===== config.mk =====
export PLATFORM = sky130hd
export DESIGN_NAME = text_console_glyph_placer
export DESIGN_NICKNAME = d
export VERILOG_FILES = /design/src/rtl/tcgp_pkg.sv /design/src/rtl/text_console_glyph_placer.sv /design/src/rtl/tcgp_front.sv /design/src/rtl/tcgp_queue.sv /design/src/rtl/tcgp_back.sv
export SDC_FILE = /design/constraint.sdc
export NUM_CORES = 1
export LEC_CHECK = 0
export BUFFER_PORTS_ARGS = -buffer_cell sky130_fd_sc_hd__buf_4
export CAP_MARGIN = 10
export CORE_MARGIN = 2
export CORE_UTILIZATION = 39
export CTS_BUF_LIST = sky130_fd_sc_hd__clkbuf_4
export CTS_CLUSTER_DIAMETER = 40
export DETAILED_ROUTE_END_ITERATION = 8
export PLACE_DENSITY_LB_ADDON = 0.3
export SLEW_MARGIN = 20
export SYNTH_ARGS = -nofsm -noshare
export SYNTH_HDL_FRONTEND = slang
export SYNTH_SLANG_ARGS = --single-unit

===== constraint.sdc =====
create_clock -name aclk -period 7.7 [get_ports aclk]
set_clock_uncertainty 0.1 [all_clocks]
set_input_delay 0.77 -clock aclk [delete_from_list [all_inputs] [get_ports aclk]]
set_output_delay 0.77 -clock aclk [all_outputs]
set_load 0.1 [all_outputs]

===== src/rtl/tcgp_pkg.sv =====
// Shared types, codes and the glyph table of the text console glyph placer.
`timescale 1ns / 1ps

package tcgp_pkg;

    // Result kinds, as carried on m_tuser
    localparam logic [1:0] KIND_GLYPH  = 2'd0;
    localparam logic [1:0] KIND_COLOUR = 2'd1;
    localparam logic [1:0] KIND_CUSTOM = 2'd2;

    // Configuration register indexes
    localparam logic [1:0] CFG_ORIGIN_X      = 2'd0;
    localparam logic [1:0] CFG_ORIGIN_Y      = 2'd1;
    localparam logic [1:0] CFG_DRAW_ENABLE   = 2'd2;
    localparam logic [1:0] CFG_CUSTOM_ENABLE = 2'd3;

    localparam int unsigned FONT_COLS = 26;
    localparam logic [7:0]  NO_GLYPH  = 8'hFF;
    localparam logic [7:0]  COL_MAX   = 8'd255;
    localparam logic [6:0]  ROW_MAX   = 7'd127;

    localparam logic [7:0] CHAR_TAB     = 8'h09;
    localparam logic [7:0] CHAR_NEWLINE = 8'h0A;
    localparam logic [7:0] CHAR_SPACE   = 8'h20;
    localparam logic [7:0] CHAR_FIRST   = 8'h21;
    localparam logic [7:0] CHAR_LAST    = 8'hDF;
    localparam logic [7:0] CHAR_AT      = 8'h40;
    localparam logic [7:0] CHAR_LOWER_C = 8'h63;
    localparam logic [7:0] CHAR_LOWER_M = 8'h6D;

    // Glyph index for bytes 0x20..0xDF; NO_GLYPH where the font has none
    localparam logic [7:0] GLYPH_ROM [192] = '{
        8'd255, 8'd255, 8'd255, 8'd255, 8'd255, 8'd66,  8'd63,  8'd76,
        8'd255, 8'd255, 8'd255, 8'd255, 8'd125, 8'd62,  8'd126, 8'd75,
        8'd52,  8'd53,  8'd54,  8'd55,  8'd56,  8'd57,  8'd58,  8'd59,
        8'd60,  8'd61,  8'd65,  8'd255, 8'd73,  8'd255, 8'd70,  8'd74,
        8'd255, 8'd0,   8'd1,   8'd2,   8'd3,   8'd4,   8'd5,   8'd6,
        8'd7,   8'd8,   8'd9,   8'd10,  8'd11,  8'd12,  8'd13,  8'd14,
        8'd15,  8'd16,  8'd17,  8'd18,  8'd19,  8'd20,  8'd21,  8'd22,
        8'd23,  8'd24,  8'd25,  8'd68,  8'd255, 8'd69,  8'd64,  8'd255,
        8'd255, 8'd26,  8'd27,  8'd28,  8'd29,  8'd30,  8'd31,  8'd32,
        8'd33,  8'd34,  8'd35,  8'd36,  8'd37,  8'd38,  8'd39,  8'd40,
        8'd41,  8'd42,  8'd43,  8'd44,  8'd45,  8'd46,  8'd47,  8'd48,
        8'd49,  8'd50,  8'd51,  8'd255, 8'd255, 8'd255, 8'd67,  8'd255,
        8'd139, 8'd140, 8'd142, 8'd141, 8'd255, 8'd255, 8'd255, 8'd255,
        8'd255, 8'd255, 8'd255, 8'd255, 8'd255, 8'd255, 8'd255, 8'd255,
        8'd255, 8'd255, 8'd255, 8'd255, 8'd255, 8'd255, 8'd255, 8'd255,
        8'd255, 8'd255, 8'd255, 8'd255, 8'd255, 8'd255, 8'd255, 8'd255,
        8'd255, 8'd126, 8'd255, 8'd255, 8'd125, 8'd72,  8'd123, 8'd130,
        8'd131, 8'd132, 8'd133, 8'd134, 8'd136, 8'd137, 8'd138, 8'd135,
        8'd71,  8'd78,  8'd79,  8'd80,  8'd81,  8'd82,  8'd83,  8'd84,
        8'd85,  8'd86,  8'd87,  8'd88,  8'd89,  8'd90,  8'd91,  8'd92,
        8'd93,  8'd94,  8'd95,  8'd96,  8'd97,  8'd98,  8'd99,  8'd100,
        8'd101, 8'd102, 8'd104, 8'd105, 8'd106, 8'd107, 8'd108, 8'd109,
        8'd110, 8'd111, 8'd112, 8'd113, 8'd114, 8'd115, 8'd116, 8'd117,
        8'd118, 8'd119, 8'd120, 8'd121, 8'd122, 8'd124, 8'd127, 8'd128
    };

    // Live configuration
    typedef struct packed {
        logic [9:0] origin_x;
        logic [9:0] origin_y;
        logic       draw_enable;
        logic       custom_enable;
    } cfg_t;

    // Classified command from the front end to the back end.
    // aux: glyph index (glyph), colour index in low bits (colour), raw byte (custom)
    typedef struct packed {
        logic [1:0] kind;
        logic [7:0] column;
        logic [6:0] row;
        logic [7:0] aux;
    } cmd_t;

endpackage


===== src/rtl/text_console_glyph_placer.sv =====
// Top level of the text console glyph placer: configuration registers and stream ports.
`timescale 1ns / 1ps

// Takes one text byte per clock on the s_ stream while the command queue has
// room, and keeps a cursor (column, row) and an escape state. Printable bytes
// advance the column and, when the font has a glyph and drawing is enabled,
// produce a glyph rectangle result with its pixel position and texture S/T.
// Tab moves the column to the next multiple of 4, newline starts a new row,
// "@c<byte>" emits a colour change from the byte's low 3 bits when drawing is
// enabled and "@m<byte>" emits a custom draw at the cursor when custom draws
// are enabled. Column saturates at 255 and row at 127; start_of_text in tuser
// clears the cursor and escape state before its byte is handled, and tlast has
// no effect. Throughput is one byte per cycle while the queue has room: the
// front end decodes and updates the cursor on each transfer, so every byte is
// taken as soon as it arrives. A result is written into the command queue when
// its byte is transferred, then loaded into the output register that drives m_. s_tready
// drops only when the QUEUE_DEPTH-entry command queue is full because m_tready
// is held low. Configuration writes are always accepted (cfg_ready is tied
// high) and must only be made while no results are pending.
module text_console_glyph_placer #(
    parameter int QUEUE_DEPTH = 4
) (
    input  logic        aclk,
    input  logic        aresetn,

    // configuration write channel
    input  logic        cfg_valid,
    output logic        cfg_ready,
    input  logic [1:0]  cfg_index,
    input  logic [9:0]  cfg_data,

    // text byte stream
    input  logic        s_tvalid,
    output logic        s_tready,
    input  logic [7:0]  s_tdata,   // [7:0] char_code
    input  logic        s_tuser,   // [0] start_of_text
    input  logic        s_tlast,   // last_byte

    // result stream
    output logic        m_tvalid,
    input  logic        m_tready,
    output logic [79:0] m_tdata,   // [11:0] x_pos, [23:12] y_pos, [36:24] tex_s,
                                   // [47:37] tex_t, [55:48] raw_code, [63:56] red,
                                   // [71:64] green, [79:72] blue
    output logic [1:0]  m_tuser    // [1:0] kind
);

    tcgp_pkg::cfg_t cfg_reg;
    tcgp_pkg::cmd_t front_cmd;
    tcgp_pkg::cmd_t queue_cmd;

    logic in_accept;
    logic front_valid;
    logic queue_full;
    logic queue_empty;
    logic back_pop;
    logic end_mark;

    // end-of-string mark carries no meaning here; escapes span strings
    assign end_mark = s_tlast;

    assign cfg_ready = 1'b1;

    always_ff @(posedge aclk) begin
        if (!aresetn) begin
            cfg_reg.origin_x      <= 10'd0;
            cfg_reg.origin_y      <= 10'd0;
            cfg_reg.draw_enable   <= 1'b1;
            cfg_reg.custom_enable <= 1'b0;
        end else if (cfg_valid && cfg_ready) begin
            case (cfg_index)
                tcgp_pkg::CFG_ORIGIN_X:      cfg_reg.origin_x      <= cfg_data;
                tcgp_pkg::CFG_ORIGIN_Y:      cfg_reg.origin_y      <= cfg_data;
                tcgp_pkg::CFG_DRAW_ENABLE:   cfg_reg.draw_enable   <= cfg_data[0];
                tcgp_pkg::CFG_CUSTOM_ENABLE: cfg_reg.custom_enable <= cfg_data[0];
                default: begin
                end
            endcase
        end
    end

    // take a byte whenever the queue has room for its possible result
    assign s_tready  = !queue_full;
    assign in_accept = s_tvalid && s_tready && (end_mark || !end_mark);

    tcgp_front u_front (
        .aclk          (aclk),
        .aresetn       (aresetn),
        .cfg           (cfg_reg),
        .in_accept     (in_accept),
        .char_code     (s_tdata),
        .start_of_text (s_tuser),
        .cmd_valid     (front_valid),
        .cmd           (front_cmd)
    );

    tcgp_queue #(
        .DEPTH (QUEUE_DEPTH)
    ) u_queue (
        .aclk      (aclk),
        .aresetn   (aresetn),
        .push      (front_valid),
        .push_data (front_cmd),
        .pop       (back_pop),
        .pop_data  (queue_cmd),
        .full      (queue_full),
        .empty     (queue_empty)
    );

    tcgp_back u_back (
        .aclk      (aclk),
        .aresetn   (aresetn),
        .cfg       (cfg_reg),
        .cmd_avail (!queue_empty),
        .cmd       (queue_cmd),
        .cmd_pop   (back_pop),
        .m_tvalid  (m_tvalid),
        .m_tready  (m_tready),
        .m_tdata   (m_tdata),
        .m_tuser   (m_tuser)
    );

endmodule


===== src/rtl/tcgp_front.sv =====
// Front end: escape decoding, cursor tracking and glyph lookup per text byte.
`timescale 1ns / 1ps

module tcgp_front (
    input  logic           aclk,
    input  logic           aresetn,
    input  tcgp_pkg::cfg_t cfg,
    input  logic           in_accept,
    input  logic [7:0]     char_code,
    input  logic           start_of_text,
    output logic           cmd_valid,
    output tcgp_pkg::cmd_t cmd
);

    localparam logic [1:0] MODE_NORMAL = 2'd0;
    localparam logic [1:0] MODE_AT     = 2'd1;
    localparam logic [1:0] MODE_COLOUR = 2'd2;
    localparam logic [1:0] MODE_CUSTOM = 2'd3;

    logic [1:0] mode_reg, mode_next;
    logic [7:0] col_reg, col_next;
    logic [6:0] row_reg, row_next;

    logic [1:0] mode_cur;
    logic [7:0] col_cur;
    logic [6:0] row_cur;
    logic       in_range;
    logic [7:0] rom_idx;
    logic [7:0] glyph;
    logic [8:0] tab_col;
    logic       plain;

    assign mode_cur = start_of_text ? MODE_NORMAL : mode_reg;
    assign col_cur  = start_of_text ? 8'd0 : col_reg;
    assign row_cur  = start_of_text ? 7'd0 : row_reg;

    assign in_range = (char_code >= tcgp_pkg::CHAR_FIRST) && (char_code <= tcgp_pkg::CHAR_LAST);
    assign rom_idx  = in_range ? (char_code - tcgp_pkg::CHAR_SPACE) : 8'd0;
    assign glyph    = tcgp_pkg::GLYPH_ROM[rom_idx];
    assign tab_col  = ({1'b0, col_cur} + 9'd4) & 9'h1FC;

    always_comb begin
        mode_next  = MODE_NORMAL;
        col_next   = col_cur;
        row_next   = row_cur;
        cmd_valid  = 1'b0;
        cmd.kind   = tcgp_pkg::KIND_GLYPH;
        cmd.column = col_cur;
        cmd.row    = row_cur;
        cmd.aux    = char_code;
        plain      = 1'b0;

        case (mode_cur)
            MODE_COLOUR: begin
                cmd.kind  = tcgp_pkg::KIND_COLOUR;
                cmd_valid = cfg.draw_enable;
            end
            MODE_CUSTOM: begin
                cmd.kind  = tcgp_pkg::KIND_CUSTOM;
                cmd_valid = cfg.custom_enable;
            end
            MODE_AT: begin
                if (char_code == tcgp_pkg::CHAR_LOWER_C) begin
                    mode_next = MODE_COLOUR;
                end else if (char_code == tcgp_pkg::CHAR_LOWER_M) begin
                    mode_next = MODE_CUSTOM;
                end else begin
                    plain = 1'b1;
                end
            end
            default: begin
                plain = 1'b1;
            end
        endcase

        if (plain) begin
            if (char_code == tcgp_pkg::CHAR_AT) begin
                mode_next = MODE_AT;
            end else if (char_code < tcgp_pkg::CHAR_SPACE) begin
                if (char_code == tcgp_pkg::CHAR_TAB) begin
                    col_next = tab_col[8] ? tcgp_pkg::COL_MAX : tab_col[7:0];
                end else if (char_code == tcgp_pkg::CHAR_NEWLINE) begin
                    col_next = 8'd0;
                    if (row_cur < tcgp_pkg::ROW_MAX) begin
                        row_next = row_cur + 7'd1;
                    end
                end
            end else begin
                cmd.kind  = tcgp_pkg::KIND_GLYPH;
                cmd.aux   = glyph;
                cmd_valid = cfg.draw_enable && in_range && (glyph != tcgp_pkg::NO_GLYPH);
                if (col_cur < tcgp_pkg::COL_MAX) begin
                    col_next = col_cur + 8'd1;
                end
            end
        end
        // hold everything unless a byte is transferred
        if (!in_accept) begin
            cmd_valid = 1'b0;
        end
    end

    always_ff @(posedge aclk) begin
        if (!aresetn) begin
            mode_reg <= MODE_NORMAL;
            col_reg  <= 8'd0;
            row_reg  <= 7'd0;
        end else if (in_accept) begin
            mode_reg <= mode_next;
            col_reg  <= col_next;
            row_reg  <= row_next;
        end
    end

endmodule


===== src/rtl/tcgp_queue.sv =====
// Small command queue between the front end and the back end.
`timescale 1ns / 1ps

module tcgp_queue #(
    parameter int DEPTH = 4
) (
    input  logic           aclk,
    input  logic           aresetn,
    input  logic           push,
    input  tcgp_pkg::cmd_t push_data,
    input  logic           pop,
    output tcgp_pkg::cmd_t pop_data,
    output logic           full,
    output logic           empty
);

    localparam int PW = (DEPTH > 1) ? $clog2(DEPTH) : 1;
    localparam int CW = $clog2(DEPTH + 1);
    localparam logic [PW-1:0] LAST_PTR = PW'(DEPTH - 1);
    localparam logic [CW-1:0] FULL_CNT = CW'(DEPTH);

    tcgp_pkg::cmd_t mem [DEPTH];

    logic [PW-1:0] wr_ptr_reg, wr_ptr_next;
    logic [PW-1:0] rd_ptr_reg, rd_ptr_next;
    logic [CW-1:0] count_reg, count_next;

    assign full     = (count_reg == FULL_CNT);
    assign empty    = (count_reg == '0);
    assign pop_data = mem[rd_ptr_reg];

    always_comb begin
        wr_ptr_next = wr_ptr_reg;
        rd_ptr_next = rd_ptr_reg;
        count_next  = count_reg;
        if (push) begin
            wr_ptr_next = (wr_ptr_reg == LAST_PTR) ? '0 : wr_ptr_reg + PW'(1);
        end
        if (pop) begin
            rd_ptr_next = (rd_ptr_reg == LAST_PTR) ? '0 : rd_ptr_reg + PW'(1);
        end
        if (push && !pop) begin
            count_next = count_reg + CW'(1);
        end else if (pop && !push) begin
            count_next = count_reg - CW'(1);
        end
    end

    always_ff @(posedge aclk) begin
        if (!aresetn) begin
            wr_ptr_reg <= '0;
            rd_ptr_reg <= '0;
            count_reg  <= '0;
        end else begin
            wr_ptr_reg <= wr_ptr_next;
            rd_ptr_reg <= rd_ptr_next;
            count_reg  <= count_next;
        end
    end

    always_ff @(posedge aclk) begin
        if (push) begin
            mem[wr_ptr_reg] <= push_data;
        end
    end

endmodule


===== src/rtl/tcgp_back.sv =====
// Back end: pixel position, texture coordinates and colour, into the output register.
`timescale 1ns / 1ps

module tcgp_back (
    input  logic           aclk,
    input  logic           aresetn,
    input  tcgp_pkg::cfg_t cfg,
    input  logic           cmd_avail,
    input  tcgp_pkg::cmd_t cmd,
    output logic           cmd_pop,
    output logic           m_tvalid,
    input  logic           m_tready,
    output logic [79:0]    m_tdata,
    output logic [1:0]     m_tuser
);

    localparam logic [7:0] Q1 = 8'(tcgp_pkg::FONT_COLS * 1);
    localparam logic [7:0] Q2 = 8'(tcgp_pkg::FONT_COLS * 2);
    localparam logic [7:0] Q3 = 8'(tcgp_pkg::FONT_COLS * 3);
    localparam logic [7:0] Q4 = 8'(tcgp_pkg::FONT_COLS * 4);
    localparam logic [7:0] Q5 = 8'(tcgp_pkg::FONT_COLS * 5);

    logic        valid_reg, valid_next;
    logic [79:0] data_reg;
    logic [1:0]  kind_reg;
    logic [79:0] data_next;

    logic [2:0]  quot;
    logic [7:0]  base;
    logic [4:0]  rem;
    logic [11:0] x_pos, y_pos;
    logic [12:0] tex_s;
    logic [10:0] tex_t;
    logic [7:0]  raw_code, red, green, blue;
    logic        placed;

    // glyph index split into font row and column
    always_comb begin
        if (cmd.aux >= Q5) begin
            quot = 3'd5; base = Q5;
        end else if (cmd.aux >= Q4) begin
            quot = 3'd4; base = Q4;
        end else if (cmd.aux >= Q3) begin
            quot = 3'd3; base = Q3;
        end else if (cmd.aux >= Q2) begin
            quot = 3'd2; base = Q2;
        end else if (cmd.aux >= Q1) begin
            quot = 3'd1; base = Q1;
        end else begin
            quot = 3'd0; base = 8'd0;
        end
    end

    assign rem    = 5'(cmd.aux - base);
    assign placed = (cmd.kind == tcgp_pkg::KIND_GLYPH) || (cmd.kind == tcgp_pkg::KIND_CUSTOM);

    always_comb begin
        x_pos    = 12'd0;
        y_pos    = 12'd0;
        tex_s    = 13'd0;
        tex_t    = 11'd0;
        raw_code = 8'd0;
        red      = 8'd0;
        green    = 8'd0;
        blue     = 8'd0;
        if (placed) begin
            x_pos = {2'b0, cfg.origin_x} + {2'b0, cmd.column, 2'b0} + {3'b0, cmd.column, 1'b0};
            y_pos = {2'b0, cfg.origin_y} + {2'b0, cmd.row, 3'b0};
        end
        case (cmd.kind)
            tcgp_pkg::KIND_GLYPH: begin
                tex_s = {1'b0, rem, 7'b0} + {2'b0, rem, 6'b0};
                tex_t = {quot, 8'b0};
            end
            tcgp_pkg::KIND_COLOUR: begin
                red   = cmd.aux[2] ? 8'hFF : 8'h00;
                green = cmd.aux[1] ? 8'hFF : 8'h00;
                blue  = cmd.aux[0] ? 8'hFF : 8'h00;
            end
            tcgp_pkg::KIND_CUSTOM: begin
                raw_code = cmd.aux;
            end
            default: begin
            end
        endcase
    end

    assign data_next = {blue, green, red, raw_code, tex_t, tex_s, y_pos, x_pos};

    // load a new result whenever the output register is empty or being drained
    assign cmd_pop    = cmd_avail && (!valid_reg || m_tready);
    assign valid_next = cmd_pop ? 1'b1 : (m_tready ? 1'b0 : valid_reg);

    always_ff @(posedge aclk) begin
        if (!aresetn) begin
            valid_reg <= 1'b0;
        end else begin
            valid_reg <= valid_next;
        end
    end

    always_ff @(posedge aclk) begin
        if (cmd_pop) begin
            data_reg <= data_next;
            kind_reg <= cmd.kind;
        end
    end

    assign m_tvalid = valid_reg;
    assign m_tdata  = data_reg;
    assign m_tuser  = kind_reg;

endmodule


# Word-level counts from Yosys, hierarchy flattened
# Memory sizes are Yosys's and may differ from the RTL's. A register that Yosys moved wholly into a read port is not among the register bits.
# Cells that the tools add are included.
[op_classes]
muxes = 62
n_bitwise = 2
order_cmp = 11
add_sub_neg = 13
n_reduce_logical = 25
n_eq_ne = 17
[op_table]
columns = ["op", "count"]
rows = [
  ["8-bit two-way mux", 17],
  ["7-bit two-way mux", 7],
  ["2-bit two-way mux", 13],
  ["5-bit two-way mux", 5],
  ["8-bit by 7-bit equality test with 1-bit output, second input constant", 3],
  ["10-bit by 10-bit adder with 11-bit output", 2],
  ["3-bit two-way mux", 6],
  ["8-bit by 4-bit equality test with 1-bit output, second input constant", 2],
  ["8-bit by 6-bit greater-or-equal comparator with 1-bit output, second input constant", 2],
  ["8-bit by 7-bit greater-or-equal comparator with 1-bit output, second input constant", 2],
  ["2-bit equality test, second input constant", 7],
  ["12-bit by 11-bit adder with 13-bit output", 1],
  ["12-bit by 9-bit adder with 12-bit output", 1],
  ["1-bit two-way mux", 11],
  ["8-bit by 3-bit adder with 9-bit output, second input constant", 1],
  ["9-bit greater-or-equal comparator, second input constant", 1],
  ["8-bit NOT with 9-bit output", 1],
  ["8-bit by 1-bit adder with 8-bit output, second input constant", 1],
  ["8-bit by 5-bit greater-or-equal comparator with 1-bit output, second input constant", 1],
  ["8-bit greater-or-equal comparator, second input constant", 1],
  ["8-bit less-or-equal comparator, second input constant", 1],
  ["8-bit by 6-bit < comparator with 1-bit output, second input constant", 1],
  ["8-bit < comparator, second input constant", 1],
  ["8-bit != test, second input constant", 1],
  ["21 further kinds", 41],
]
[totals]
input_bits = 27
wordCells = 150
ramBits = 100
output_inout_bits = 85
romBits = 2048
reg_bits = 129
memories = 2
[mem_list]
columns = ["memory", "words", "word_bits", "rd", "rd_clocked_by_memory_dff", "write_ports", "line", "source"]
rows = [
  ["(no name shown)", 256, 8, 1, 0, 0, "tcgp_front.sv:39", "assign glyph = tcgp_pkg::GLYPH_ROM[rom_idx];"],
  ["u_queue.mem", 4, 25, 1, 1, 1, "tcgp_queue.sv:22", "tcgp_pkg::cmd_t mem [DEPTH];"],
]

# Depth between registers and ports, before layout
[depth]
ltp_word = 17
depth_mapped = 22
ltp_nobuf = 19

# Modules after synthesis
# From an unflattened synthesis, not the netlist that was laid out.
[hier_totals]
cells_unflattened = 1086
area_unflattened_um2 = 11803.8
[modules_own_cells]
columns = ["module", "seq_area_each_um2", "cells_per_inst", "area_each_um2", "instances"]
rows = [
  ["tcgp_queue", 3183.1, 175, 4108.9, 1],
  ["tcgp_front", 340.3, 538, 3624.7, 1],
  ["tcgp_back", 1401.3, 282, 3196.8, 1],
  ["text_console_glyph_placer", 440.4, 91, 873.3, 1],
]

# Worst setup path after synthesis
# No wires, ideal clock.
[synth_timing]
path_kind = "input -> register"
from = "in s_tdata[6]"
to = "reg u_queue.count_reg[2]"
path_buffers = 4
required_time_ns = 7.524
slack_ns = 2.544
t_arrival_ns = 4.980
path_stages = 20
setup_ns = 0.076
path_cell_list = "buf_4 and3_4 nor2_1 buf_2 nand2_1 ha_1 clkbuf_1 clkbuf_1 mux2_4 nor2_1 o41ai_2 a2bb2oi_2 and4bb_4 nor3_4 ha_1 inv_1 fa_1 xor2_1 or3_1 a21boi_0"
[synth_between]
elab_chain_cells = 16
elab_cells_between_ends = 28
classes_between = "add/sub: 1; order compare: 3; eq/ne: 4; mux: 11; bitwise: 1; reduce/logical: 7; memory: 1"
[synth_rtl]
columns = ["item", "line", "source"]
rows = [
  ["start, declared", "text_console_glyph_placer.sv:35", "input logic [7:0] s_tdata,"],
  ["8-bit by 6-bit greater-or-equal comparator with 1-bit output / 8-bit less-or-equal comparator (equally long branches)", "tcgp_front.sv:37", "assign in_range = (char_code >= tcgp_pkg::CHAR_FIRST) && (char_code <= tcgp_pkg::CHAR_LAST);"],
  ["1-bit logical AND", "tcgp_front.sv:37", ""],
  ["8-bit two-way mux", "tcgp_front.sv:38", "assign rom_idx = in_range ? (char_code - tcgp_pkg::CHAR_SPACE) : 8'd0;"],
  ["8-bit NOT with 9-bit output (not written as such)", "tcgp_front.sv:39", ""],
  ["memory 256 x 8 bit", "--", ""],
  ["8-bit two-way mux (not written as such) (2 in a row)", "tcgp_front.sv:39", ""],
  ["8-bit != test", "tcgp_front.sv:91", "cmd_valid = cfg.draw_enable && in_range && (glyph != tcgp_pkg::NO_GLYPH);"],
  ["1-bit logical AND", "tcgp_front.sv:91", ""],
  ["1-bit two-way mux", "tcgp_front.sv:79", "end else if (char_code < tcgp_pkg::CHAR_SPACE) begin"],
  ["1-bit two-way mux", "tcgp_front.sv:77", "if (char_code == tcgp_pkg::CHAR_AT) begin"],
  ["1-bit two-way mux *", "tcgp_front.sv:76", "if (plain) begin"],
  ["1-bit two-way mux *", "tcgp_front.sv:98", "if (!in_accept) begin"],
  ["net front_valid", "text_console_glyph_placer.sv:53", "logic front_valid;"],
  ["1-bit logical NOT", "tcgp_queue.sv:44", "end else if (pop && !push) begin"],
  ["1-bit logical AND", "tcgp_queue.sv:44", ""],
  ["2-bit nonzero test (no source line)", "--", ""],
  ["end signal, assigned", "tcgp_queue.sv:57", "count_reg <= count_next;"],
  ["end, declared", "tcgp_queue.sv:26", "logic [CW-1:0] count_reg, count_next;"],
]
# Mark *: on every way through the listed nets, which the timed path passes. The rest lies on a longest branch. The select of a mux whose other input is x is not followed.
# A chain may end at the register's enable or synchronous reset.

# Final worst setup path
[layout_timing]
from = "in s_tdata[5]"
to = "reg u_queue.count_reg[2]"
# Same word-level chain as after synthesis.

==> results by group <==
Outcome
  – Status: completed

Critical path
  – CP Class: in -> reg
  – Crit-path max FO: 24
  – WP data required: 8.10 ns
  – Max stage delay on crit path: roughly 0.57 ns
  – Worst EP arrival: around 5.7 ns
  – Nature of the critical path startpoint: primary input
  – Worst-path cell chain: buf_4 -> or3_4 -> and3_1 -> ha_1 -> o31a_1 -> a31oi_1 -> nor4_1 -> o31a_1 -> a22oi_1 -> a21oi_1 -> and4bb_4 -> nor3_4 -> ha_1 -> inv_1 -> fa_1 -> xor2_1 -> or3_1 -> a21boi_0
  – Worst setup path start: s_tdata[5]
  – Setup crit end kind: flop
  – Crit path max-delay cell type: or3_4

GRT
  – Largest net degree at the start of global routing: 55
  – First-pass GRT wire length: just over 40000 um
  – Overflow after GRT: 0
  – Initial antenna violation count: 1
  – Overall routing resource usage: 16.7%
  – Vias in the first global route: 7807

Clock network
  – Clk root buf: clkbuf_4
  – Hold_buf cts: 0
  – Clock Latency Late Sink: 0.56 ns
  – H-tree Lvls: 4
  – # clock sinks: 195
  – Post-CTS Setup Bufs: 0
  – CTS tree: yes
  – Num CTS Buffers: 17
  – Post-CTS Resized: 0
  – Clock Pin Slew Worst Setup and Hold Paths: around 0.16 ns
  – CTS Buffer Depth: 2

Floorplan
  – Core Area: about 30000 um2
  – Row count: 63
  – Full die area: approximately 31000 um2
  – Die extent in x: roughly 180 um
  – Ports: approximately 110
  – Die height: between 150 and 200 um
  – Initial core utilization: about two fifths

Logic synthesis
  – Largest cells by area after synthesis: edfxtp_1, dfxtp_1, ha_1
  – Top_reg_cell synth: edfxtp_1
  – YS warnings: 0
  – Post-synth EDFFs: 146
  – Async set or reset register ratio after synthesis: 0%
  – Most frequent cells after synthesis: edfxtp_1, a21oi_1, nor2b_1
  – Largest area contributor in the netlist: edfxtp_1
  – Top-area cell type share of the netlist area: between 30 and 40%
  – Unique cell type count in the Yosys netlist: between 80 and 90
  – Syn_area_per_cell: 10.9 um2
  – Register bit total from synthesis: roughly 200
  – Cells after Synth: approximately 1100
  – Count leader, synth: edfxtp_1
  – Netlist Area Pre-Place: 11600 um2
  – Seq/Total Area, Yosys: a little under half

Routing
  – Via density: between 5 and 6
  – Total number of vias: 8320
  – Final ANT Viol Nets: 0
  – Post-route DRC: 0
  – Post-Route WL: 26000 um
  – Drt pass-1 iters: 6
  – Wire per inst: around 17 um
  – DRT iter0 DRCs: 750

Place
  – Gpl congestion: slightly below 0.9
  – DP Worst Slack: a little under 2 ns
  – IO buf count: 94
  – DPL Wire Length: 17900 um

Pwr
  – Reg power frac: between 20 and 30%
  – Combinational cell fraction of total power: 61.5%
  – Switching Fraction: between 50 and 60%
  – Static leakage: 4.78 nW
  – Total power: approximately 5.2 mW
  – P_int: roughly 2.5 mW
  – VDD IR max: 251 uV
  – PD cells: 414 nW/um2
  – NetSw: 2.76 mW
  – Clock share of power: a little under a tenth

STA
  – Tightest Pin Transition: ~1.1 ns
  – Max Clk Rate: between 0.15 and 0.2 GHz
  – Fin worst setup slack: between 2 and 2.5 ns
  – RSZ-0062 raised after global routing: no
  – Fin. max-slew vios: 0
  – Final Hold Fails: 0
  – Slew HR: 27.2%
  – Setup TNS: 0 ns
  – Fin crit share: between 60% and 70%
  – Tmin final: between 5 and 6 ns
  – Count of final setup violators: 0

Hold path
  – Worst hold path type: reg -> reg
  – Hold Path Origin: u_front.col_reg[7]

Layout
  – Area Growth Syn to Fin: 8.90%
  – Filler cells: 2856
  – Largest register FFs: 100
  – Final net count: ~1200
  – Fraction of layout cells with a size suffix above 1: between 15 and 20%

Flow run
  – Maxcap violations: 0
[routing by layer]
metal	track usage, %	up-vias	share of wire, %
li1	-	3993	-
met1	23.0	3967	46
met2	26.6	318	46
met3	3.23	42	6.0
met4	5.48	0	1.9
met5	0	-	0
[placed cells by master, fill, tap and decap left out, types with 7 or more instances in the layout]
master / n
a21o_1: 13
nand4_1: 9
a21boi_0: 7
nand2_1: 63
nand3_1: 30
a21oi_1: 67
a31oi_1: 16
o21bai_1: 9
clkbuf_4: 18
mux4_2: 25
nand2b_1: 17
mux2i_1: 34
ha_1: 55
buf_4: 108
nor3_1: 18
conb_1: 16
xnor2_1: 20
clkinv_4: 8
and2_1: 22
edfxtp_1: 146
and3_1: 11
o21ai_0: 44
nand3b_1: 7
a211oi_1: 8
nor2_1: 55
dfxtp_1: 48
o211ai_1: 7
nor2b_1: 68
inv_1: 34
[stage by stage]
step                utilization (%)  hold slack, ns  instances  area, um2
floorplan                         -           0.340       1084      11700
global placement               42.0           0.352       1480      12400
detailed placement             42.0           0.357       1480      12400
CTS                            42.9           0.313       1512      12600
global route                   42.9           0.317       1513      12600
finish                         42.9           0.374       1513      12600
[worst paths after layout]
kind                     endpoint  slack (ns)  cells past startpoint
max          u_queue.count_reg[2]        2.44                     18
min            u_front.col_reg[7]        0.37                      2
max reg2reg    u_back.m_tdata[35]        3.08                     12
min reg2reg    u_front.col_reg[7]        0.37                      2
[power groups by stage]
stage / clock network (mW) / logic [mW] / registers (mW)
after detailed placement: 0 / 3.24 / 1.55
after floorplan: 0 / 1.85 / 2.43
after global routing: 0.557 / 3.47 / 1.54
after CTS: 0.519 / 3.25 / 1.52
after global placement: 0 / 3.21 / 1.55
final: 0.497 / 3.22 / 1.52
[cell type report]
type | count | area [um2] | share of cell area (%)
Inverter | 34 | 128 | 1.01
Multi-Input combinational cell | 753 | 5590 | 44.2
Timing Repair Buffer | 108 | 811 | 6.41
Clock buffer | 18 | 135 | 1.07
Sequential cell | 195 | 5370 | 42.4
Clock inverter | 14 | 125 | 0.989
Tap cell | 390 | 488 | 3.86
Antenna cell | 1 | 2.50 | 0.0198
[kinds of logic (layout without fill, tap and decap cells)]
logic type	Yosys count	count (layout)	share of synthesized area, %
simple gates	344	344	16.4
compound gates	244	244	14.1
flops	195	195	46.2
buf+inv	136	174	6.25
mux	62	62	8.10
fa+ha+maj	61	61	6.96
xor+xnor	26	26	1.96
other cells	2	17	0.0647
[critical path: cells and delay by family]
family / cells / cell delay (ns)
AND/OR/NAND/NOR: 6 / 1.88
AO/OA/AOI/OAI: 6 / 1.39
adder cells (fa/ha/maj): 3 / 1.18
buffers and inverters: 2 / 0.26
XOR/XNOR: 1 / 0.17
Power figures use the tool's default switching activity.
